### config.mk
export PLATFORM = sky130hd
export DESIGN_NAME = hfpa_alu
export DESIGN_NICKNAME = d
export VERILOG_FILES = /design/src/rtl/hfpa_pkg.sv /design/src/rtl/hfpa_alu.sv
export SDC_FILE = /design/constraint.sdc
export NUM_CORES = 1
export LEC_CHECK = 0
export BUFFER_PORTS_ARGS = -buffer_cell sky130_fd_sc_hd__buf_2
export CAP_MARGIN = 20
export CORE_ASPECT_RATIO = 1.4
export CORE_MARGIN = 5
export CORE_UTILIZATION = 31
export DETAILED_ROUTE_END_ITERATION = 16
export GPL_ROUTABILITY_DRIVEN = 0
export PLACE_DENSITY = 0.69
export REMOVE_ABC_BUFFERS = 1
export SLEW_MARGIN = 20
export SYNTH_ARGS = -nofsm -noshare
export SYNTH_HDL_FRONTEND = slang
export SYNTH_SLANG_ARGS = --single-unit
### constraint.sdc
create_clock -name vclk -period 2.35
set_input_delay 0.1175 -clock vclk [all_inputs]
set_output_delay 0.1175 -clock vclk [all_outputs]
set_load 0.005 [all_outputs]
### src/rtl/hfpa_pkg.sv
// Shared types and constants for the heap file page allocator.
// Used by heap_file_page_allocator and hfpa_alu; depends on nothing.

package hfpa_pkg;

    localparam int MAX_PAGES_DEF      = 16;
    localparam int SLOTS_PER_PAGE_DEF = 64;

    localparam logic [15:0] PAGE_BYTES_RESET = 16'd4096;
    localparam logic [31:0] HDR_BYTES        = 32'd16;
    localparam logic [16:0] REC_OVERHEAD     = 17'd4;

    localparam logic [1:0] OP_INSERT = 2'd0;
    localparam logic [1:0] OP_SEARCH = 2'd1;
    localparam logic [1:0] OP_STATUS = 2'd2;

    localparam logic [1:0] ST_OK   = 2'd0;
    localparam logic [1:0] ST_MISS = 2'd1;
    localparam logic [1:0] ST_FULL = 2'd2;

    typedef struct packed {
        logic [1:0]         op;
        logic [15:0]        record_size;
        logic signed [31:0] value;
    } cmd_t;

    typedef struct packed {
        logic [1:0] status_code;
        logic       is_total;
        logic [3:0] page_index;
        logic [5:0] slot_index;
        logic [6:0] count;
        logic       last;
    } result_t;

    typedef struct packed {
        logic        ge;
        logic        eq;
        logic [31:0] diff;
    } alu_res_t;

endpackage

### src/rtl/hfpa_alu.sv
// Shared compare and saturating-subtract unit of the allocator.
// Depends on hfpa_pkg for its result struct.

module hfpa_alu
    import hfpa_pkg::*;
(
    input  logic [31:0] a,
    input  logic [31:0] b,
    output alu_res_t    res
);

    always_comb
    begin
        res.ge   = (a >= b);
        res.eq   = (a == b);
        res.diff = (a >= b) ? (a - b) : 32'd0;
    end

endmodule
==> metrics.cfg <==
[synthesis]
synth_seq_area_share_pct=0
yosysMostFrequentCell=inv_1
netlist.area_leader.share_pct=18.45
synth_top_family_by_area=compound AO/OA/AOI/OAI gates
synth_xor_area_share_pct=8.881
synthAdderAreaFrac_pct=19.38
synth_compound_area_share_pct=30.62
yosys_warnings=0
synthTopCellsByCount=inv_1, nor2_1, ha_1, a21oi_1, nand2_1
synth_area_sq_um=2170
synth_area_per_cell_sq_um=6.555
synth_area_leaders=ha_1, inv_1, a21oi_1
synthSimpleGateAreaFrac_pct=27.97
muxShareOfSynthArea_pct=1.384
yosysTopAreaCell=ha_1
yosysUniqueCellTypes=55
synth_cells=331

[timing]
timing.final.ws_setup_ps=-29.20
setup_violations=4
tightestPinTransition_ps=403.4
finalCritPeriodShare_pct=101.2
fmax_mhz=420.3
max_slew_margin_pct=73.11
finalMaxSlewViolations=0
final.setup.tns_ps=-67.39
min_period_ps=2379
whs_ps=587.2
hold_viol=0
rsz0062_at_grt=true

[power]
p_comb_share_pct=100.0
power.share.clock_pct=0
internal_power_mw=0.5126
seq_power_share_pct=0
power_density_nw_per_um2=299.3
p_leak_nw=1.783
peakVddDrop_uv=138.2
switching_share_pct=50.62
p_sw_mw=0.5255

[critical_path]
max_stage_delay_ps=390
setup.worst_path.class=in -> out
arrival_ps=2260
crit_buf_inv=3
path_delay_family=simple AND/OR/NAND/NOR gates
cp_max_fo=6
worstPathCellList=buf_2 > inv_1 > ha_2 > nand2_2 > nor3_4 > nand2_1 > o31ai_2 > nor2_2 > a2111oi_4 > nor3_1 > nor3_2 > buf_2
cp.required_ps=2230
setup.worst_path.start_class=input port
cp_slowest_cell=ha_2
cp-end-kind=primary output
critPathLaunch=b[19]
cp_common_cell=buf_2

[die]
top_level_ports=98
placementRows=36
die_w_um=80.71
core_sq_um=6892
dieArea_sq_um=8796
die_h_um=109.0
initial_utilization_pct=31.48

[worst_hold_path]
hold_class=in -> out
worstHoldStart=b[0]

[routing]
dr.pass1.iters=4
wl_met1_um=2927
wl_met2_um=4348
drt-initial-drc-count=64
antenna_left=0
drc_errors=0
top_layer_used=met4
vias=2838
wl_met3_um=342
wire_per_inst_um=13.85
vias_per_cell=5.032
wl_um=7811

[grt]
grt_pass1_wl_um=12100
grtUsageTotal_pct=16.77
grt_pass1_vias=2846
grt_antenna_before_repair=0
overflow=0
grt_max_degree=12

[cells_and_area]
fillers=695
diodes=0
fin_nets=568
final_cells=564
ff_latch_area_sq_um=0
design.seq.count=0
clock_buffers=0
fin_area_sq_um=3468
syn2layout_area_growth_pct=59.86
drive_above_1_share_pct=46.48

[cts]
cts_hold_buffers=0

[run_status]
status=finished with violations
violations=setup timing

[placed_design]
dpl-instance-area_sq_um=3020
io_buffers=98
placed_cells=554
dp_hpwl_um=6128

[flow_run]
drv_cap=0

cell families after synthesis:
kind of cell | Yosys count
multiplexers | 3
adder cells (fa/ha/maj) | 33
AO/OA/AOI/OAI | 95
AND/OR/NAND/NOR | 121
buffers and inverters | 57
XOR/XNOR | 22
power by group through the flow:
stage	logic [mW]	clock network [mW]	registers (mW)
3_5_place_dp	0.868	0	0
2_1_floorplan	0.511	0	0
6_report	1.04	0	0
5_1_grt	1.14	0	0
3_3_place_gp	0.853	0	0
4_1_cts	0.984	0	0
cell usage in the layout (no fill, tap or decap), types with 5 or more instances in the layout:
cell,n
a21oi_2,5
a21o_1,15
xor2_1,12
nand2_1,20
o21a_1,5
nor3_1,6
nand4_1,5
ha_2,5
o21ai_1,6
nor3_2,5
nor2_2,11
nand2b_1,6
ha_1,20
ha_4,7
nor2b_1,8
inv_1,43
o21ai_0,5
nand3_1,11
and2_1,5
buf_4,48
nor2_1,24
buf_2,96
xnor2_1,10
a21oi_1,24
what timing repair did:
action | in CTS | in global routing
pin swaps | 16 | 8
gates cloned | 2 | 0
resized for setup | 39 | 31
setup buffers | 5 | 3
setup endpoints to repair | 33 | 32
worst min-delay path: cells and delay by family:
kind,cells,cell delay (ps)
adders and majority gates,1,120
buffers and inverters,2,190
and+or+nand+nor,1,40
metrics by stage:
step	total power [mW]	setup slack (ps)	utilization, %
3_3_place_gp	0.8531	-172.4	43.83
3_5_place_dp	0.8679	-240.3	43.83
5_1_grt	1.139	-145.4	50.33
2_1_floorplan	0.5111	15.21	-
4_1_cts	0.9838	-5.504	48.26
6_report	1.038	-29.20	50.33
final timing paths:
check	end	cells past startpoint	slack, ps
worst max-delay path	res[31]	12	-30
worst min-delay path	res[0]	4	590
area by class of cell:
class | count | area [sq um] | share of cell area, %
Multi-Input combinational cell | 274 | 2228 | 64.25
Timing Repair Buffer | 150 | 949.7 | 27.38
Inverter | 45 | 171.4 | 4.942
Tap cell | 95 | 118.9 | 3.427
routing by layer:
| metal | vias up | global-route usage (%) |
|---|---|---|
| met5 | - | 0 |
| met4 | 0 | 4.831 |
| met3 | 20 | 1.488 |
| met2 | 85 | 34.30 |
| met1 | 1290 | 17.49 |
| li1 | 1443 | - |
Power figures use the tool's default switching activity.
