<file path="config.mk">
export PLATFORM = sky130hd
export DESIGN_NAME = hfpa_ram
export DESIGN_NICKNAME = d
export VERILOG_FILES = /design/src/rtl/hfpa_ram.sv
export SDC_FILE = /design/constraint.sdc
export NUM_CORES = 1
export LEC_CHECK = 0
export ABC_AREA = 0
export ABC_CLOCK_PERIOD_IN_PS = 2480
export BUFFER_PORTS_ARGS = -buffer_cell sky130_fd_sc_hd__buf_4
export CORE_ASPECT_RATIO = 0.6
export CORE_MARGIN = 4
export CORE_UTILIZATION = 55
export CTS_BUF_LIST = sky130_fd_sc_hd__clkbuf_16
export DETAILED_ROUTE_END_ITERATION = 10
export PLACE_DENSITY = 0.72
export SETUP_SLACK_MARGIN = 0.5
export SYNTH_ARGS = -nofsm -noshare
export SYNTH_HDL_FRONTEND = slang
export SYNTH_SLANG_ARGS = --single-unit
</file>
<file path="constraint.sdc">
create_clock -name clk -period 2.48 [get_ports clk]
set_clock_uncertainty 0.15 [all_clocks]
set_input_delay 0 -clock clk [delete_from_list [all_inputs] [get_ports clk]]
set_output_delay 0 -clock clk [all_outputs]
set_load 0.02 [all_outputs]
</file>
<file path="src/rtl/hfpa_ram.sv">
// Single-port-write, registered-read memory for the allocator tables.
// Depends on nothing; instantiated by heap_file_page_allocator.

module hfpa_ram #(
    parameter int DEPTH = 16,
    parameter int WIDTH = 16,
    parameter int AW    = 4
) (
    input  logic             clk,
    input  logic             we,
    input  logic [AW-1:0]    waddr,
    input  logic [WIDTH-1:0] wdata,
    input  logic [AW-1:0]    raddr,
    output logic [WIDTH-1:0] rdata
);

    logic [WIDTH-1:0] mem [DEPTH];

    always_ff @(posedge clk)
    begin
        if (we)
        begin
            mem[waddr] <= wdata;
        end
    end

    always_ff @(posedge clk)
    begin
        rdata <= mem[raddr];
    end

endmodule

</file>
==> impl_metrics.yaml <==
min_path:
  hold_depth: 4
  min_from: "raddr[1]"
  min_to: "rdata[2]"
  worst_hold_path_type: "in -> reg"
route:
  drtIter0Drc: 420
  via_per_inst: 6.030
  drc: 0
  final_antenna_net_count: 0
  wl_per_cell_um: 26.24
  wirelength_mm: 20.65
  drt_pass1_iterations: 4
  via_count: 4746
cells_and_area:
  layout.nets: 562
  multi_input_area_um2: 1962
  fill_cells: 1089
  seqCellArea_um2: 8008
  antenna_cells: 0
  finish.utilization_pct: 67.69
  drive_above_1_share_pct: 31.46
  syn_to_final_growth_pct: 17.94
global_routing:
  antenna_found_initial: 0
  grt.overflow.total: 0
  grt_util_all_layers_pct: 20.80
  grt_pass1_vias: 4912
  grt_start_max_net_pins: 35
  grt_pass1_wl_mm: 31.58
setup_path:
  arrival_ns: 1.97
  worst_r2r_endpoint: "rdata[4]"
  worst_setup_path_end_kind: "flop"
  path_max_fanout: 8
  cp.required_ns: 2.54
  startpoint_type: "input pin"
  r2r_slack_ns: 0.86
  ff2ff_path_depth: 4
  r2r_start: "mem[1][4]"
  crit_type: "in -> reg"
power:
  peakVddDrop_mv: 0.6847
  power.leakage_uw: 0.003958
  cellPowerDensity_nw_per_um2: 765.0
floorplanning:
  ios: 42
  die_w_um: 182.5
  die_area_um2: 20560
  die-height_um: 112.7
  rows: 37
  initial_core_util_pct: 57.39
  core_um2: 17500
timing:
  slew_headroom_pct: 61.37
  worst_pin_slew_ns: 0.5788
  period_share_pct: 77.03
  slew_violations: 0
  rsz0062_at_grt: "false"
  setup_viol: 0
  hold_viol_final: 0
  fmax_mhz: 523.5
  tns_ns: 0
  fin_crit_ns: 1.910
  setup_slack_ns: 0.5697
logic_synthesis:
  syn_area_um2: 10040
  synth_edf_count: 256
  postSynthAreaPerCell_um2: 23.25
  syn_nets: 458
  synth.most_common_cell: "edfxtp_1"
  ys.flop_type: "edfxtp_1"
  synth_common_cells: "256 x edfxtp_1, 54 x mux4_2, 32 x a22oi_1"
  synth_top_area_share_pct: 76.54
  ys_warn_count: 0
  yosys-top-cells-area: "edfxtp_1 77%, mux4_2 12%, dfxtp_1 3.2%, mux4_1 2.6%, a22oi_1 2.4%"
  async_reset_ff_share_pct: 0
  ys_ff_latch: 272
  synth_top_cell_by_area: "edfxtp_1"
  synth_cells: 432
  synth.distinct_cells: 19
  synth-seq-area-share_pct: 79.73
placed_design:
  finalWeightedCongestion: 0.7584
  preCtsSetupSlack_ns: 0.7384
  hpwlAfterDp_mm: 11.42
  io_buffer_count: 41
cts:
  cts_tree: "built"
  cts_made_buffers: 24
  clkTransAtPathRegs_ns: 0.07
  clockRootBuffer: "clkbuf_16"
  clock_latency_ns: 0.52
  htree_levels: 1
  clock_path_buffers: 3
  post_cts_buffers: 0
  clock_sinks: 272
status:
  status: "finished clean"
run:
  maxCapViolations: 0
[repair_timing]
action                                  4_1_cts  5_1_grt
hold buffers                                 28        0
resized for setup                             0        5
endpoints found under the hold margin       338        0
endpoints found under the setup margin        0        1
[sequential cells by signal, summed over array words and instances (netlist names)]
| register | flops |
|---|---|
| mem | 256 |
| rdata | 16 |
[cells in the final DEF, fill, tap and decap left out]
cell / count
nor2_2: 12
buf_12: 5
nor2_1: 1
dlymetal6s4s_1: 2
clkinvlp_4: 1
a22oi_1: 32
and2_1: 1
dfxtp_1: 16
nand3_1: 1
buf_4: 66
edfxtp_1: 256
inv_8: 1
clkbuf_16: 24
mux4_2: 54
clkinv_8: 1
nor3_2: 4
dlygate4sd3_1: 26
clkinv_2: 5
nand2_1: 17
or3b_2: 1
nor2b_1: 2
clkinv_1: 3
nand2b_1: 2
nand3b_1: 2
mux4_1: 10
inv_1: 8
[kinds of logic (layout without fill, tap and decap cells)]
| kind of cell | after synthesis | count (layout) | synth area share, % |
|---|---|---|---|
| buffers and inverters | 21 | 142 | 1.233 |
| and+or+nand+nor | 43 | 43 | 1.918 |
| AOI/OAI and AO/OA | 32 | 32 | 2.392 |
| DFF | 272 | 272 | 79.73 |
| muxes | 64 | 64 | 14.73 |
[critical path, stage by stage]
cell and delay [ns]:
dlygate4sd3_1 0.54, buf_4 0.15, nand3b_1 0.28, nor3_2 0.17, dlygate4sd3_1 0.61, buf_4 0.22
[metal layers]
layer  track usage (%)  share of wire, %  routed length [um]  vias up
met4             4.998               2.7                 555        0
met2             30.64                45                9259      208
li1                  -                 -                   -     2039
met3             4.307               7.5                1550       43
met1             32.62                45                9287     2456
met5                 0                 0                   0        -
[where the power goes]
| group | internal (uW) | switching [uW] | total [uW] |
|---|---|---|---|
| logic | 258 | 305 | 563 |
| registers | 5140 | 32.9 | 5170 |
| clock network | 1770 | 1560 | 3330 |
| total | 7160 | 1900 | 9060 |
[stage by stage]
step | instance area (um2) | hold WS [ns] | total power (uW) | instances
finish | 11850 | 0.02712 | 9061 | 787
global route | 11850 | 0.04592 | 9377 | 787
CTS | 11830 | 0.003473 | 9129 | 787
detailed placement | 10850 | 0.1624 | 5792 | 716
global placement | 10850 | 0.1453 | 5777 | 716
floorplan | 10050 | -0.05113 | 5547 | 432
[layout make-up]
| cell class | count | area share (%) |
|---|---|---|
| Sequential cell | 272 | 67.60 |
| Multi-Input combinational cell | 139 | 16.56 |
| Timing Repair Buffer | 99 | 7.436 |
| Clock buffer | 24 | 5.070 |
| Tap cell | 234 | 2.472 |
| Clock inverter | 19 | 0.8556 |
[worst max-delay path by stage]
stage | startpoint | endpoint | slack (ns) | cells after the start
floorplan | waddr[2] | mem[8][0] | 0.58 | 2
global placement | waddr[2] | mem[2][8] | 0.75 | 4
detailed placement | waddr[2] | mem[2][7] | 0.74 | 4
CTS | raddr[3] | rdata[4] | 0.52 | 8
global route | waddr[3] | mem[4][15] | 0.56 | 6
finish | waddr[3] | mem[4][15] | 0.57 | 6
(Power assumes the default switching activity.)
